`config.mk`:
```
export PLATFORM = sky130hd
export DESIGN_NAME = path_component_to_short_name
export DESIGN_NICKNAME = d
export VERILOG_FILES = /design/src/pc2sn_pkg.sv /design/src/pc2sn_in_reg.sv /design/src/pc2sn_parse.sv /design/src/pc2sn_out_reg.sv /design/src/path_component_to_short_name.sv
export SDC_FILE = /design/constraint.sdc
export NUM_CORES = 1
export LEC_CHECK = 0
export BUFFER_PORTS_ARGS = -buffer_cell sky130_fd_sc_hd__clkbuf_2
export CAP_MARGIN = 30
export CORE_MARGIN = 1
export CORE_UTILIZATION = 60
export CTS_BUF_LIST = sky130_fd_sc_hd__clkbuf_2
export CTS_CLUSTER_DIAMETER = 120
export DETAILED_ROUTE_END_ITERATION = 10
export GPL_ROUTABILITY_DRIVEN = 0
export PLACE_DENSITY = 0.82
export SLEW_MARGIN = 20
export SYNTH_ARGS = -nofsm -noshare
export SYNTH_HDL_FRONTEND = slang
export SYNTH_SLANG_ARGS = --single-unit
```
`constraint.sdc`:
```
create_clock -name clk -period 7.5 [get_ports clk]
set_clock_uncertainty 0.1 [all_clocks]
set_input_delay 0.375 -clock clk [delete_from_list [all_inputs] [get_ports clk]]
set_output_delay 0.375 -clock clk [all_outputs]
set_load 0.05 [all_outputs]
```
`src/pc2sn_pkg.sv`:
```
package pc2sn_pkg;

    // Path byte codes that steer the parser.
    localparam logic [7:0] CH_NUL  = 8'h00;
    localparam logic [7:0] CH_SEP  = 8'h2F;
    localparam logic [7:0] CH_BSEP = 8'h5C;
    localparam logic [7:0] CH_DOT  = 8'h2E;

    // Space-padded empty name fields.
    localparam logic [63:0] SPACES_BASE = 64'h2020_2020_2020_2020;
    localparam logic [23:0] SPACES_EXT  = 24'h20_2020;

    // Longest legal base and extension, and the saturation point of the length count.
    localparam logic [3:0] BASE_MAX = 4'd8;
    localparam logic [3:0] EXT_MAX  = 4'd3;
    localparam logic [3:0] LEN_SAT  = 4'd15;

    // Parser phase.
    typedef enum logic [2:0] {
        PH_BASE  = 3'd0,
        PH_EXT   = 3'd1,
        PH_DRAIN = 3'd2
    } phase_t;

    // Result status codes.
    typedef enum logic [2:0] {
        ST_DIR      = 3'd0,
        ST_FILE     = 3'd1,
        ST_EMPTY    = 3'd2,
        ST_BASE_ERR = 3'd3,
        ST_EXT_ERR  = 3'd4
    } status_t;

    // One result beat.
    typedef struct packed {
        status_t      status;
        logic [63:0]  base_name;
        logic [23:0]  extension;
    } res_t;

endpackage

```
`src/pc2sn_in_reg.sv`:
```
module pc2sn_in_reg (
    input  logic       clk,
    input  logic       rst_n,
    input  logic       in_valid,
    output logic       in_ready,
    input  logic [7:0] ch,
    input  logic       take,
    output logic       q_valid,
    output logic [7:0] q_ch
);
    import pc2sn_pkg::*;

    logic       valid_reg;
    logic       valid_next;
    logic [7:0] ch_reg;

    // The register accepts a new beat when empty or when its beat is consumed.
    assign in_ready   = !valid_reg || take;
    assign valid_next = in_valid || (valid_reg && !take);

    // Control state.
    always_ff @(posedge clk or negedge rst_n)
    begin
        if (!rst_n)
        begin
            valid_reg <= 1'b0;
        end
        else
        begin
            valid_reg <= valid_next;
        end
    end

    // Payload.
    always_ff @(posedge clk)
    begin
        if (in_valid && in_ready)
        begin
            ch_reg <= ch;
        end
    end

    assign q_valid = valid_reg;
    assign q_ch    = ch_reg;

    // A held beat that is not consumed stays held.
    a_hold: assert property (@(posedge clk) disable iff (!rst_n)
        valid_reg && !take |=> valid_reg)
        else $error("input register lost a beat");

endmodule

```
`src/pc2sn_parse.sv`:
```
module pc2sn_parse (
    input  logic             clk,
    input  logic             rst_n,
    input  logic [7:0]       ch,
    input  logic             go,
    output logic             res_valid,
    output pc2sn_pkg::res_t  res
);
    import pc2sn_pkg::*;

    phase_t      phase_reg;
    phase_t      phase_next;
    logic [63:0] base_reg;
    logic [63:0] base_next;
    logic [23:0] ext_reg;
    logic [23:0] ext_next;
    logic [3:0]  len_reg;
    logic [3:0]  len_next;
    logic        skip_reg;
    logic        skip_next;

    logic is_nul;
    logic is_sep;
    logic is_dot;
    logic is_name;

    // Byte classes.
    always_comb
    begin
        is_nul  = (ch == CH_NUL);
        is_sep  = ch inside {CH_SEP, CH_BSEP};
        is_dot  = (ch == CH_DOT);
        is_name = !(is_nul || is_sep || is_dot);
    end

    // Next state and result for one path byte.
    always_comb
    begin
        phase_next    = phase_reg;
        base_next     = base_reg;
        ext_next      = ext_reg;
        len_next      = len_reg;
        skip_next     = skip_reg;
        res_valid     = 1'b0;
        res.status    = ST_DIR;
        res.base_name = '0;
        res.extension = '0;

        case (phase_reg)
            PH_BASE:
            begin
                if (skip_reg && is_sep)
                begin
                    skip_next = 1'b0;
                end
                else if (skip_reg && is_nul)
                begin
                    res_valid  = 1'b1;
                    res.status = ST_EMPTY;
                end
                else
                begin
                    skip_next = 1'b0;
                    if (is_name)
                    begin
                        // Store the byte while the base has room.
                        if (!len_reg[3])
                        begin
                            for (int i = 0; i < 8; i++)
                            begin
                                if (len_reg[2:0] == 3'(i))
                                begin
                                    base_next[8*(7-i) +: 8] = ch;
                                end
                            end
                        end
                        if (len_reg != LEN_SAT)
                        begin
                            len_next = len_reg + 4'd1;
                        end
                    end
                    else if (len_reg > BASE_MAX)
                    begin
                        res_valid  = 1'b1;
                        res.status = ST_BASE_ERR;
                        if (!is_nul)
                        begin
                            phase_next = PH_DRAIN;
                        end
                    end
                    else if (is_dot)
                    begin
                        phase_next = PH_EXT;
                        len_next   = '0;
                    end
                    else
                    begin
                        res_valid     = 1'b1;
                        res.status    = is_nul ? ST_FILE : ST_DIR;
                        res.base_name = base_reg;
                        res.extension = ext_reg;
                    end
                end
            end
            PH_EXT:
            begin
                if (is_name)
                begin
                    // Store the byte while the extension has room.
                    if (len_reg < EXT_MAX)
                    begin
                        for (int i = 0; i < 3; i++)
                        begin
                            if (len_reg[1:0] == 2'(i))
                            begin
                                ext_next[8*(2-i) +: 8] = ch;
                            end
                        end
                    end
                    if (len_reg != LEN_SAT)
                    begin
                        len_next = len_reg + 4'd1;
                    end
                end
                else if (len_reg > EXT_MAX)
                begin
                    res_valid  = 1'b1;
                    res.status = ST_EXT_ERR;
                    if (!is_nul)
                    begin
                        phase_next = PH_DRAIN;
                    end
                end
                else
                begin
                    res_valid     = 1'b1;
                    res.status    = is_nul ? ST_FILE : ST_DIR;
                    res.base_name = base_reg;
                    res.extension = ext_reg;
                end
            end
            default:
            begin
                // Draining: wait for the end of the path.
            end
        endcase

        // A delimiter that ends a good component starts the next one.
        if (res_valid && (res.status == ST_DIR))
        begin
            base_next  = SPACES_BASE;
            ext_next   = SPACES_EXT;
            len_next   = '0;
            skip_next  = 1'b0;
            phase_next = is_dot ? PH_EXT : PH_BASE;
        end

        // Every NUL returns the parser to the start of a path.
        if (is_nul)
        begin
            base_next  = SPACES_BASE;
            ext_next   = SPACES_EXT;
            len_next   = '0;
            skip_next  = 1'b1;
            phase_next = PH_BASE;
        end
    end

    // State registers advance only when a byte is consumed.
    always_ff @(posedge clk or negedge rst_n)
    begin
        if (!rst_n)
        begin
            phase_reg <= PH_BASE;
            base_reg  <= SPACES_BASE;
            ext_reg   <= SPACES_EXT;
            len_reg   <= '0;
            skip_reg  <= 1'b1;
        end
        else if (go)
        begin
            phase_reg <= phase_next;
            base_reg  <= base_next;
            ext_reg   <= ext_next;
            len_reg   <= len_next;
            skip_reg  <= skip_next;
        end
    end

    // The start-of-path flag is only ever set with a fresh, empty base.
    a_skip_fresh: assert property (@(posedge clk) disable iff (!rst_n)
        skip_reg |-> (phase_reg == PH_BASE) && (len_reg == 4'd0))
        else $error("skip flag set outside a fresh path");

    // An empty path is only reported at the start of a path.
    a_empty_at_start: assert property (@(posedge clk) disable iff (!rst_n)
        res_valid && (res.status == ST_EMPTY) |-> skip_reg)
        else $error("empty path reported mid-path");

    // A consumed NUL always leaves the parser at path start.
    a_nul_restart: assert property (@(posedge clk) disable iff (!rst_n)
        go && is_nul |=> skip_reg && (phase_reg == PH_BASE))
        else $error("NUL did not restart the path");

endmodule

```
`src/pc2sn_out_reg.sv`:
```
module pc2sn_out_reg (
    input  logic             clk,
    input  logic             rst_n,
    input  logic             load,
    input  logic             res_valid,
    input  pc2sn_pkg::res_t  res,
    output logic             room,
    output logic             out_valid,
    input  logic             out_ready,
    output logic [2:0]       status,
    output logic [63:0]      base_name,
    output logic [23:0]      extension
);
    import pc2sn_pkg::*;

    logic valid_reg;
    logic valid_next;
    res_t res_reg;

    // A new result may enter when the register is empty or its beat leaves now.
    assign room       = !valid_reg || out_ready;
    assign valid_next = (load && res_valid) || (valid_reg && !out_ready);

    // Control state.
    always_ff @(posedge clk or negedge rst_n)
    begin
        if (!rst_n)
        begin
            valid_reg <= 1'b0;
        end
        else
        begin
            valid_reg <= valid_next;
        end
    end

    // Payload.
    always_ff @(posedge clk)
    begin
        if (load && res_valid)
        begin
            res_reg <= res;
        end
    end

    assign out_valid = valid_reg;
    assign status    = res_reg.status;
    assign base_name = res_reg.base_name;
    assign extension = res_reg.extension;

    // Error and empty results carry no name.
    a_err_zero: assert property (@(posedge clk) disable iff (!rst_n)
        valid_reg && !(res_reg.status == ST_DIR || res_reg.status == ST_FILE)
        |-> (res_reg.base_name == 64'd0) && (res_reg.extension == 24'd0))
        else $error("error result carries a name");

    // Good names hold stored bytes or space padding, never NUL; checked on the first base byte of a file name.
    a_no_nul: assert property (@(posedge clk) disable iff (!rst_n)
        valid_reg && (res_reg.status == ST_FILE) |-> (res_reg.base_name[63:56] != 8'h00))
        else $error("file name holds a NUL byte");

endmodule

```
`src/path_component_to_short_name.sv`:
```
// Splits a NUL-terminated path, one byte per beat, into space-padded 8.3 names.
// Input channel: in_valid / in_ready with the path byte on ch.
// Output channel: out_valid / out_ready with status, base_name and extension.
// Each separator but one at the very start of a path, each dot after an extension
// and each NUL ends a component and gives one beat: a directory part, the final
// file name, an empty path or a length error. After a length error the bytes up
// to the next NUL give no beat. A byte is held in the input register, then parsed
// into the result register, from which its result leaves.
// Throughput: one byte per cycle while out_ready stays high, set by the
// combinational parse between the input register and the result register.
// When the receiver stalls, the result register holds its beat, the input
// register holds one more byte, and in_ready falls once both are full.
// Reset clears both registers and puts the parser at the start of a path.
module path_component_to_short_name (
    input  logic        clk,
    input  logic        rst_n,
    input  logic        in_valid,
    output logic        in_ready,
    input  logic [7:0]  ch,
    output logic        out_valid,
    input  logic        out_ready,
    output logic [2:0]  status,
    output logic [63:0] base_name,
    output logic [23:0] extension
);
    import pc2sn_pkg::*;

    logic       q_valid;
    logic [7:0] q_ch;
    logic       room;
    logic       go;
    logic       res_valid;
    res_t       res;

    // A held byte is parsed when the result register can take its result.
    assign go = q_valid && room;

    pc2sn_in_reg u_in_reg (
        .clk      (clk),
        .rst_n    (rst_n),
        .in_valid (in_valid),
        .in_ready (in_ready),
        .ch       (ch),
        .take     (room),
        .q_valid  (q_valid),
        .q_ch     (q_ch)
    );

    pc2sn_parse u_parse (
        .clk       (clk),
        .rst_n     (rst_n),
        .ch        (q_ch),
        .go        (go),
        .res_valid (res_valid),
        .res       (res)
    );

    pc2sn_out_reg u_out_reg (
        .clk       (clk),
        .rst_n     (rst_n),
        .load      (go),
        .res_valid (res_valid),
        .res       (res),
        .room      (room),
        .out_valid (out_valid),
        .out_ready (out_ready),
        .status    (status),
        .base_name (base_name),
        .extension (extension)
    );

endmodule
```
Word-level counts from Yosys, hierarchy flattened
Index checks and enable logic that the tools add are counted.
Word-level totals
  flip-flop bits (word level): 197
  output and inout port bits: 93
  logic and storage cells: 173
Cells by class
  add/sub/neg operators: 1
  $lt $le $gt $ge: 3
  eq/ne operators: 28
  mux-type cells: 68
  reduce and logical (&&, ||, !) cells: 53
Operators with widths (count)
  64-bit two-way mux: 7
  91-bit two-way mux: 4
  88-bit two-way mux: 3
  91-bit case mux with 2 select lines: 1
  24-bit two-way mux: 5
  8-bit two-way mux: 11
  7-bit AND reduction: 9
  3-bit nonzero test: 14
  3-bit two-way mux: 12
  4-bit two-way mux: 9
  8-bit by 6-bit == test with 1-bit output (second input constant): 2
  5-bit AND reduction: 3
  1-bit two-way mux: 13
  3-bit == test (second input constant): 4
  4-bit by 1-bit inequality test with 1-bit output (second input constant): 3
  4-bit by 3-bit inequality test with 1-bit output (second input constant): 3
  3-bit logical NOT: 3
  3-bit by 2-bit inequality test with 1-bit output (second input constant): 3
  8-bit by 7-bit == test with 1-bit output (second input constant): 1
  1-bit logical AND: 8
  8-bit logical NOT: 1
  4-bit case mux with 2 select lines: 1
  8-bit AND reduction: 1
  3-bit by 1-bit == test with 1-bit output (second input constant): 2
  21 further kinds: 30

Depth between registers and ports, before layout
Gate-level depths: netlist (run 1).
  word-level depth: 12
  mapped depth: 12
  depth with buffers taken out: 9

Modules after synthesis
Synthesis (run 1) repeated with hierarchy kept, for this count alone.
Second synthesis, totals
  cells, all modules: 531
  area total of the unflattened synthesis: 8104.0 um^2
By module, submodules not included
  pc2sn_parse: instances 1, cells an instance 423, area each 5009.8 um^2, seq. area each 2392.3 um^2
  pc2sn_out_reg: instances 1, cells an instance 95, area each 2793.9 um^2, seq. area each 2757.6 um^2
  pc2sn_in_reg: instances 1, cells an instance 12, area each 294.0 um^2, seq. area each 265.3 um^2
  path_component_to_short_name: instances 1, cells an instance 1, area each 6.3 um^2, seq. area each 0.0 um^2

Worst setup path after synthesis (run 1)
Ideal clock, no wire load.
  kind: reg-to-reg
  start point: register u_in_reg.ch_reg[4], in the netlist u_in_reg.q_ch[4]
  end point: register u_out_reg.res_reg, in the netlist u_out_reg.base_name[0] (enable)
  library setup time: 0.541 ns
  arrival time: 5.681 ns
  path slack: 1.178 ns
  cell stages (with the launch flop): 7
  buffers on the path: 1
  period minus slack after synthesis: 6.322 ns
  path through: edfxtp_1 > or2_2 > or4_1 > a21oi_2 > clkbuf_1 > nand2_1 > nor2_1
Between the ends
  cells in the longest elaborated chain, start to end: 9
  elaborated cells between the ends (all ways): 17
  those cells by class: eq/ne (3); mux (7); reduce/logical (7)
RTL lines
  from (decl): RTL line pc2sn_in_reg.sv:15  | logic [7:0] ch_reg;
  from (signal assigned): RTL line pc2sn_in_reg.sv:39  | ch_reg <= ch;
  8-bit by 6-bit == test with 1-bit output or 8-bit by 7-bit == test with 1-bit output (tied branches): RTL line pc2sn_parse.sv:31  | is_sep = ch inside {CH_SEP, CH_BSEP};
  2-bit nonzero test: RTL line pc2sn_parse.sv:31
  1-bit logical OR (2 in a row): RTL line pc2sn_parse.sv:33  | is_name = !(is_nul || is_sep || is_dot);
  1-bit two-way mux: RTL line pc2sn_parse.sv:64  | if (is_name)
  1-bit two-way mux: RTL line pc2sn_parse.sv:56  | else if (skip_reg && is_nul)
  1-bit two-way mux: RTL line pc2sn_parse.sv:52  | if (skip_reg && is_sep)
  1-bit case mux with 2 select lines *: RTL line pc2sn_parse.sv:49  | case (phase_reg)
  1-bit logical AND *: RTL line pc2sn_out_reg.sv:40  | if (load && res_valid)
  to (signal assigned): RTL line pc2sn_out_reg.sv:42  | res_reg <= res;
  to (decl): RTL line pc2sn_out_reg.sv:18  | res_t res_reg;
Mark *: on every way between the ends. The rest lies on a longest branch, timed or not.
A chain may end at the register's enable or synchronous reset.

Worst setup path after layout (run 1)
  start point: register u_in_reg.ch_reg[7], in the netlist u_in_reg.q_ch[7]
  end point: register u_parse.base_reg[40]
Between the ends
  cells in the longest elaborated chain, start to end: 12
  elaborated cells between the ends (all ways): 36
  those cells by class: eq/ne (7); mux (18); reduce/logical (11)
RTL lines
  8-bit logical NOT (tied with other cells): RTL line pc2sn_parse.sv:30  | is_nul = (ch == CH_NUL);
  1-bit two-way mux or 2-bit nonzero test (tied branches): RTL line pc2sn_parse.sv:99, pc2sn_parse.sv:137, pc2sn_parse.sv:31
  91-bit two-way mux or 1-bit logical OR (tied branches): RTL line pc2sn_parse.sv:91, pc2sn_parse.sv:33
  3-bit two-way mux or 1-bit logical OR (tied branches): RTL line pc2sn_parse.sv:82, pc2sn_parse.sv:33
  91-bit two-way mux: RTL line pc2sn_parse.sv:64
  3-bit two-way mux: RTL line pc2sn_parse.sv:56
  91-bit two-way mux: RTL line pc2sn_parse.sv:52
  91-bit case mux with 2 select lines: RTL line pc2sn_parse.sv:49
  3-bit logical NOT: RTL line pc2sn_parse.sv:149  | if (res_valid && (res.status == ST_DIR))
  1-bit logical AND: RTL line pc2sn_parse.sv:149
  3-bit inequality test (no line) (tied with other cells)
  7-bit AND reduction (no line) or 64-bit two-way mux (tied branches)
  to (signal assigned): RTL line pc2sn_parse.sv:183  | base_reg <= base_next;
  to (decl): RTL line pc2sn_parse.sv:13  | logic [63:0] base_reg;
Parallel ways exist; a longest one is shown, timed or not.

==> reports/metrics.yaml, run 1 <==
synthesis:
  yosys.area.top_type: "edfxtp_1"
  syn-num-nets: 573
  synthArstFlopShare_pct: 49.5
  synth_most_common_cell: "edfxtp_1"
  synthesis.area_um2: 8200
  synth_common_cells: "edfxtp_1, and3_1, dfrtp_1"
  avgSynthCellArea_um2: 14.8
  synth_cell_types: 52
  seq_area_frac_synth_pct: 66.1
  synth-edff-count: 99
  yosys_warnings: 0
  synth_top_area_share_pct: 36.3
  ys_ff_latch: 196
  synth_ff_type: "edfxtp_1"
  synth_area_leaders: "edfxtp_1, dfrtp_1, mux2_4"
  syn_inst: 555
setup_path:
  worstSetupPathType: "flip-flop to flip-flop"
  critPathTopFamily: "compound AO/OA/AOI/OAI gates"
  cp_max_fo: 91
  end_kind: "flip-flop"
  r2r_slack_ns: 3.06
  r2r-start: "u_in_reg.q_ch[7]$_DFFE_PP_"
  worstRegToRegCells: 8
  arrival_ns: 5.01
  worstSetupStartpointType: "flip-flop"
  slowest_delay_ns: 0.67
  slowest_stage: "edfxtp_1"
  path_cells: "or4_1 -> a21o_1 -> a21oi_4 -> buf_4 -> and2_1 -> o21a_1 -> a31o_1 -> mux2_4"
  r2r_end: "u_parse.base_reg[40]$_DFFE_PN0P_"
  crit_required_ns: 8.07
  critPathBufInv: 1
sta:
  timing.setup.tns_ns: 0
  setup_viol: 0
  period_minus_slack_ns: 4.44
  timing_hold_violations_final: 0
  tightestPinTransition_ns: 0.860
  slew_viol_final: 0
  grt_setup_unrepaired: "no"
  finalCritPeriodShare_pct: 59.3
  maxSlewHeadroom_pct: 42.5
  max_freq_ghz: 0.225
cts:
  h-tree-depth: 4
  cts_tree: "done"
  cts_resized: 0
  root_buffer: "clkbuf_2"
  cts.clk_slew.worst_paths_ns: 0.25
  cts_hold_buffers: 14
  clkSinkCount: 196
  clkLatencyLatePin_ns: 0.78
  cts_made_buffers: 17
  post-cts-setup-buffers: 0
  cts_max_path_buffers: 2
die:
  start_util_pct: 61.7
  num_rows: 42
  core_um2: 13300
  dieArea_um2: 14100
  dieWidth_um: 119
  io_pins: 105
  dieHeight_um: 119
routing:
  first_pass_iters: 5
  avgRoutedWirePerCell_um: 19.0
  route.detailed.drc: 0
  finalWirelength_um: 16100
  vias: 4919
  viasPerCell: 5.81
  ant_nets: 0
  drt_iter0_drc: 384
min_path:
  whs_path_depth: 2
  hold_path_class: "primary input to flip-flop"
  min_from: "ch[0]"
  whs_endpoint: "u_in_reg.q_ch[0]$_DFFE_PP_"
outcome:
  status: "finished clean"
power:
  ir_drop_v: 0.000140
  cellPowerDensity_nw_per_um2: 283
  p_leak_uw: 0.00414
  power.total_uw: 2600
global_route:
  grt_util_all_layers_pct: 23.9
  grt_overflow: 0
  met2_usage_pct: 37.5
  grt_use_met3_pct: 6.08
  grt_antenna_before_repair: 1
  grt_max_degree: 92
  top_usage_layer: "met2"
  gr-usage-met1_pct: 32.1
  grt_pass1_vias: 4706
  grt_pass1_wl_um: 25300
flow_run:
  max-cap-violations: 0
placed_design:
  dp_hpwl_um: 10200
  port_buffers: 104
layout:
  final_layout_size_suffix_gt1_share_pct: 36.1
  syn_to_final_growth_pct: 12.1
  nets: 675
## through the flow
step / cell area, um2 / std cells / setup WS [ns] / hold slack [ns] / util [%]
5_1_grt: 9190 / 847 / 2.78 / 0.112 / 69.1
3_5_place_dp: 8810 / 799 / 3.12 / 0.221 / 66.2
4_1_cts: 9180 / 845 / 3.07 / 0.142 / 69.1
3_3_place_gp: 8800 / 799 / 3.33 / 0.213 / 66.2
2_1_floorplan: 8200 / 555 / 1.18 / -0.0206 / -
6_report: 9190 / 847 / 3.06 / 0.185 / 69.1
## layout by cell type, fill, tap and decap left out, types with 9 or more instances in the layout
cell type and count:
clkbuf_2 122, edfxtp_1 99, and3_1 92, dfrtp_1 85
mux2_4 40, mux2_2 27, a22o_1 20, nor2_1 18
nand2_1 14, dlygate4sd3_1 13, dfstp_2 12, a21oi_1 9
buf_4 9
## kinds of logic (layout without fill, tap and decap cells)
family	count (synthesis)	after routing	synth area share, %
other	0	1	0
AO/OA/AOI/OAI	69	69	6.93
AND/OR/NAND/NOR	164	164	11.8
buffers and inverters	52	167	3.11
multiplexers	68	68	11.2
adder cells (fa/ha/maj)	6	6	0.916
flip-flops	196	196	66.1
## routing by layer
| metal | wire (um) | share of wire (%) | vias to the layer above |
|---|---|---|---|
| met5 | 0 | 0 | - |
| met2 | 7760 | 48 | 183 |
| li1 | - | - | 2271 |
| met1 | 7040 | 44 | 2437 |
| met4 | 452 | 2.8 | 0 |
| met3 | 802 | 5.0 | 28 |
## cell type report
class                      count  area [um2]
antenna                        1        2.50
clock buffer                  19        95.1
clock inverter                13         131
fill                         876        4100
inverter                       8        30.0
multi-input combinational    307        2560
sequential                   196        5420
tap                          176         220
timing repair buffer         127         738
## worst register-to-register path, cell delays in order, from the launching register on
cell,delay (ns)
edfxtp_1,0.67
or4_1,0.58
a21o_1,0.26
a21oi_4,0.15
buf_4,0.57
and2_1,0.67
o21a_1,0.49
a31o_1,0.51
mux2_4,0.35
## worst max path at each step
stage,startpoint,end,depth (start not counted)
4_1_cts,u_in_reg.q_ch[7]$_DFFE_PP_,u_out_reg.base_name[49]$_DFFE_PP_,7
2_1_floorplan,u_in_reg.q_ch[4]$_DFFE_PP_,u_out_reg.base_name[0]$_DFFE_PP_,6
5_1_grt,u_parse.len_reg[2]$_DFFE_PN0P_,u_parse.base_reg[27]$_DFFE_PN0P_,8
3_5_place_dp,u_in_reg.q_ch[7]$_DFFE_PP_,u_out_reg.base_name[25]$_DFFE_PP_,7
3_3_place_gp,u_in_reg.q_ch[7]$_DFFE_PP_,u_parse.base_reg[27]$_DFFE_PN0P_,8
6_report,u_in_reg.q_ch[7]$_DFFE_PP_,u_parse.base_reg[40]$_DFFE_PN0P_,8
## power by group
group	switching (uW)	total [uW]	leakage (uW)	internal, uW
Sequential	165	1540	0.00212	1370
Clock	340	494	0.000132	154
Combinational	265	575	0.00189	310
Power figures use the tool's default switching activity.
==> run 2: changes to the inputs <==
Clock period 7.5 ns to 4.4 ns, I/O delays scaled along.
==> run 2 against run 1 <==
Against the previous run: non-clock buffer count grew 3; die area did not move; sequential power rose by 70%; clock-buffer cell count did not move; maximum frequency rose by 16%; largest power group unchanged; highest routed layer unchanged.
==> reports/metrics.yaml, run 2 (synthesis results as in run 1) <==
setup_path:
  worstSetupStartpointType: "flip-flop"  # unchanged
  end_kind: "flip-flop"  # unchanged
  crit_required_ns: 4.95  # was 8.07 ns
  worstSetupPathType: "flip-flop to flip-flop"  # unchanged
  cp_max_fo: 17  # was 91
  worstRegToRegCells: 7  # was 8
  arrival_ns: 4.39  # was 5.01 ns
die:
  dieArea_um2: 14100  # unchanged
  num_rows: 42  # unchanged
  io_pins: 105  # unchanged
  start_util_pct: 61.7  # unchanged
  dieWidth_um: 119  # unchanged
  dieHeight_um: 119  # unchanged
  core_um2: 13300  # unchanged
placed_design:
  post-place-cells: 802  # was 799
  dp_hpwl_um: 10500  # was 10200 um
  post_dp_cell_area_um2: 8830  # was 8810 um2
  port_buffers: 104  # unchanged
routing:
  viasPerCell: 5.88  # was 5.81
  finalWirelength_um: 16200  # was 16100 um
  drt_iter0_drc: 482  # was 384
  ant_nets: 0  # unchanged
  avgRoutedWirePerCell_um: 19.1  # was 19.0 um
  first_pass_iters: 5  # unchanged
  route.detailed.drc: 0  # unchanged
  vias: 4988  # was 4919
cts:
  cts_resized: 0  # unchanged
  cts_max_path_buffers: 2  # unchanged
  h-tree-depth: 4  # unchanged
  clkLatencyLatePin_ns: 0.74  # was 0.78 ns
  cts.clk_slew.worst_paths_ns: 0.23  # was 0.25 ns
  root_buffer: "clkbuf_2"  # unchanged
  cts_tree: "done"  # unchanged
  clkSinkCount: 196  # unchanged
  cts_made_buffers: 17  # unchanged
sta:
  finalCritPeriodShare_pct: 87.2  # was 59.3%
  timing.setup.tns_ns: 0  # unchanged
  grt_setup_unrepaired: "no"  # unchanged
  max_freq_ghz: 0.261  # was 0.225 GHz
  timing_hold_violations_final: 0  # unchanged
  period_minus_slack_ns: 3.84  # was 4.44 ns
  maxSlewHeadroom_pct: 45.5  # was 42.5%
  tightestPinTransition_ns: 0.817  # was 0.860 ns
  setup_viol: 0  # unchanged
  slew_viol_final: 0  # unchanged
power:
  ir_drop_v: 0.000272  # was 0.000140 V
  p_leak_uw: 0.00416  # was 0.00414 uW
  cellPowerDensity_nw_per_um2: 480  # was 283 nW/um2
layout:
  layout_common_cells: "clkbuf_2, edfxtp_1, and3_1"  # unchanged
  layout_commonest_cell: "clkbuf_2"  # unchanged
  final_layout_size_suffix_gt1_share_pct: 36.3  # was 36.1%
  final_core_util_pct: 69.4  # was 69.1%
  antenna_cells: 0  # was 1
  nets: 678  # was 675
  fillers: 879  # was 876
  fin_area_um2: 9230  # was 9190 um2
  syn_to_final_growth_pct: 12.6  # was 12.1%
  fin_cells: 849  # was 847
global_route:
  grt_max_degree: 91  # was 92
  grt_overflow: 0  # unchanged
  grt_antenna_before_repair: 0  # was 1
  grt_pass1_wl_um: 25800  # was 25300 um
  grt_util_all_layers_pct: 24.2  # was 23.9%
  grt_pass1_vias: 4895  # was 4706
flow_run:
  max-cap-violations: 0  # unchanged
min_path:
  hold_path_class: "primary input to flip-flop"  # unchanged
  whs_path_depth: 2  # unchanged
outcome:
  status: "finished clean"  # unchanged
[run 2: final timing paths]
kind	start	endpoint	slack, ns
max	u_in_reg.q_ch[7]$_DFFE_PP_	u_parse.base_reg[8]$_DFFE_PN0P_	0.56
max reg2reg	u_in_reg.q_ch[7]$_DFFE_PP_	u_parse.base_reg[8]$_DFFE_PN0P_	0.56
max in group asynchronous	rst_n	u_parse.base_reg[61]$_DFFE_PN1P_	3.12
min	ch[3]	u_in_reg.q_ch[3]$_DFFE_PP_	0.08
min in group asynchronous	rst_n	u_parse.base_reg[13]$_DFFE_PN1P_	0.48
min reg2reg	u_parse.ext_reg[13]$_DFFE_PN1P_	u_parse.ext_reg[13]$_DFFE_PN1P_	0.39
[run 2: per-layer routing]
metal  routed length [um]  vias up  global-route usage (%)
met5                    0        -                       0
met2                 7940      192                    38.4
met1                 7130     2490                    33.4
li1                     -     2270                       -
met4                  359        0                    8.39
met3                  769       36                    5.03
[run 2: where the power goes]
part	internal, uW	total (uW)	switching, uW
Sequential	2340	2620	285
Clock	262	824	562
Combinational	531	984	454
[run 2: layout make-up]
| type | instances | area (um2) | area share, % |
|---|---|---|---|
| well taps | 176 | 220 | 2.39 |
| clock inverters | 13 | 135 | 1.46 |
| inverters | 8 | 30.0 | 0.325 |
| multi-input cells | 307 | 2560 | 27.7 |
| repair buffers | 130 | 777 | 8.42 |
| clock buffers | 19 | 95.1 | 1.03 |
| flip-flops and latches | 196 | 5420 | 58.7 |
[run 2: worst max-delay path, cell delays in order (launching register included)]
cell,delay (ns)
edfxtp_1,0.68
or4_1,0.59
a21o_1,0.26
a21oi_4,0.16
and2_1,0.57
o21a_1,0.48
a31o_1,0.55
mux2_4,0.35
[run 2: timing repair]
item                                    CTS  global route
hold buffers                             14             1
endpoints found under the hold margin    71             1
endpoints found under the setup margin    0             0
buffers inserted                          0             0
[run 2: stage by stage]
step	total power, uW	hold slack, ns	setup slack, ns
after floorplan	3340	-0.176	0.601
after global placement	3540	0.191	0.810
after detailed placement	3610	0.206	0.638
after CTS	4430	0.0170	0.626
after global routing	4630	0.0127	0.418
final	4430	0.0832	0.563
==> run 3: changes to the inputs <==
Settings changed: CORE_UTILIZATION 60 to 40, GPL_ROUTABILITY_DRIVEN 0 to 1, PLACE_DENSITY 0.82 to unset.
==> run 3 against run 2 <==
Against the previous run: clock power up 20%; clock-buffer cell count up 2; power up 3.7%; non-clock buffer count up 9; core utilization down 21 points; combinational power up 0.6%; critical path type unchanged; die area up 49%; worst setup slack better by 0.049 ns; largest power group unchanged; worst hold slack better by 0.13 ns.
==> reports/metrics.yaml, run 3 (synthesis results as in run 1) <==
global_route:
  grt_pass1_vias: 5088  # was 4895
  grt_util_all_layers_pct: 17.1  # was 24.2%
  grt_overflow: 0  # unchanged
  grt_antenna_before_repair: 1  # was 0
  grt_max_degree: 91  # unchanged
  grt_pass1_wl_um: 27800  # was 25800 um
setup_path:
  r2r_slack_ns: 0.61  # was 0.56 ns
  crit_required_ns: 4.97  # was 4.95 ns
  end_kind: "flip-flop"  # unchanged
  cp_max_fo: 17  # unchanged
  crit_end: "u_parse.base_reg[15]$_DFFE_PN0P_"  # was u_parse.base_reg[8]$_DFFE_PN0P_
  r2r-start: "u_in_reg.q_ch[7]$_DFFE_PP_"  # unchanged
  crit_start: "u_in_reg.q_ch[7]$_DFFE_PP_"  # unchanged
  worstSetupPathType: "flip-flop to flip-flop"  # unchanged
  r2r_end: "u_parse.base_reg[15]$_DFFE_PN0P_"  # was u_parse.base_reg[8]$_DFFE_PN0P_
  worstRegToRegCells: 7  # unchanged
  worstSetupStartpointType: "flip-flop"  # unchanged
  arrival_ns: 4.36  # was 4.39 ns
cts:
  h-tree-depth: 4  # unchanged
  cts_max_path_buffers: 2  # unchanged
  post-cts-setup-buffers: 0  # unchanged
  cts_tree: "done"  # unchanged
  cts_made_buffers: 17  # unchanged
  cts.clk_slew.worst_paths_ns: 0.26  # was 0.23 ns
  clkLatencyLatePin_ns: 0.76  # was 0.74 ns
  clkSinkCount: 196  # unchanged
  root_buffer: "clkbuf_2"  # unchanged
die:
  start_util_pct: 41.4  # was 61.7%
  io_pins: 105  # unchanged
  core_um2: 19800  # was 13300 um2
  dieHeight_um: 145  # was 119 um
  dieArea_um2: 21100  # was 14100 um2
  dieWidth_um: 145  # was 119 um
  num_rows: 51  # was 42
routing:
  finalWirelength_um: 17300  # was 16200 um
  first_pass_iters: 5  # unchanged
  viasPerCell: 5.20  # was 5.88
  route.detailed.drc: 0  # unchanged
  drt_iter0_drc: 286  # was 482
  avgRoutedWirePerCell_um: 18.3  # was 19.1 um
  vias: 4927  # was 4988
  ant_nets: 0  # unchanged
min_path:
  whs_path_depth: 4  # was 2
  hold_path_class: "primary input to flip-flop"  # unchanged
sta:
  tightestPinTransition_ns: 0.936  # was 0.817 ns
  slew_viol_final: 0  # unchanged
  max_freq_ghz: 0.264  # was 0.261 GHz
  setup_viol: 0  # unchanged
  finalCritPeriodShare_pct: 86.1  # was 87.2%
  final.setup.worst_slack_ns: 0.611  # was 0.563 ns
  period_minus_slack_ns: 3.79  # was 3.84 ns
  grt_setup_unrepaired: "no"  # unchanged
  timing.setup.tns_ns: 0  # unchanged
  maxSlewHeadroom_pct: 37.5  # was 45.5%
  timing_hold_violations_final: 0  # unchanged
layout:
  final_layout_size_suffix_gt1_share_pct: 36.1  # was 36.3%
  layout_commonest_cell: "clkbuf_2"  # unchanged
  fin_cells: 948  # was 849
  fin_area_um2: 9480  # was 9230 um2
  nets: 687  # was 678
  syn_to_final_growth_pct: 15.6  # was 12.6%
  layout_common_cells: "clkbuf_2, edfxtp_1, and3_1"  # unchanged
flow_run:
  max-cap-violations: 0  # unchanged
power:
  cellPowerDensity_nw_per_um2: 485  # was 480 nW/um2
  ir_drop_v: 0.000205  # was 0.000272 V
  power.total_uw: 4590  # was 4430 uW
  p_leak_uw: 0.00423  # was 0.00416 uW
placed_design:
  port_buffers: 104  # unchanged
  dp_hpwl_um: 11600  # was 10500 um
  post-place-cells: 893  # was 802
  post_dp_cell_area_um2: 8960  # was 8830 um2
  pre_cts_ws_ns: 0.641  # was 0.638 ns
  globalplace.congestion: 0.862
outcome:
  status: "finished clean"  # unchanged
==> run 3: cell types whose count changed in the layout (fill, tap and decap cells not counted), moves of 2 or more <==
cell / delta
buf_12: +2
bufinv_16: +2
dlygate4sd3_1: +7
clkinv_2: -2
buf_4: +2
clkinvlp_4: -2
clkbuf_2: +2
==> run 3: routing by layer <==
metal	track usage (%)	vias to the layer above	part of all wire [%]
met5	0	-	0
met3	3.49	25	4.5
met4	5.95	0	1.3
li1	-	2291	-
met2	28.0	137	48
met1	22.5	2474	46
==> run 3: layout make-up <==
type / count / area (um2)
clock inverters: 11 / 178
fillers: 1746 / 10300
clock buffers: 21 / 105
inverters: 8 / 30.0
diodes: 1 / 2.50
flip-flops and latches: 196 / 5420
multi-input cells: 307 / 2550
repair buffers: 139 / 863
well taps: 265 / 332
==> run 3: critical path: stages (launching register included) <==
cell	delay [ns]
edfxtp_1	0.68
or4_1	0.58
a21o_1	0.25
a21oi_4	0.16
and2_1	0.57
o21a_1	0.47
a31o_1	0.52
mux2_4	0.34
==> run 3: how the worst min path moves through the flow <==
stage,start,endpoint,slack (ns)
after floorplan,rst_n,u_in_reg.q_valid$_DFF_PN0_,-0.18
after global placement,rst_n,u_parse.base_reg[9]$_DFFE_PN0P_,0.15
after detailed placement,rst_n,u_parse.base_reg[10]$_DFFE_PN0P_,0.16
after CTS,out_ready,u_out_reg.out_valid$_DFF_PN0_,0.13
after global routing,out_ready,u_out_reg.out_valid$_DFF_PN0_,0.15
final,out_ready,u_out_reg.out_valid$_DFF_PN0_,0.21
==> run 3: report_power, final <==
| part | leakage, uW | total [uW] | switching (uW) | internal [uW] |
|---|---|---|---|---|
| logic | 0.00194 | 990 | 454 | 536 |
| registers | 0.00212 | 2620 | 283 | 2340 |
| clock network | 0.000167 | 986 | 597 | 389 |
| total | 0.00423 | 4590 | 1330 | 3260 |
==> run 3: per-stage QoR <==
stage / utilization [%] / hold slack, ns
2_1_floorplan: - / -0.176
3_3_place_gp: 45.3 / 0.155
3_5_place_dp: 45.3 / 0.163
4_1_cts: 47.9 / 0.130
5_1_grt: 47.9 / 0.151
6_report: 47.9 / 0.211
==> run 3: timing repair <==
item | in CTS | in global routing
hold buffers | 22 | 0
hold endpoints to repair | 111 | 0
setup endpoints to repair | 0 | 0
resized for setup | 0 | 0
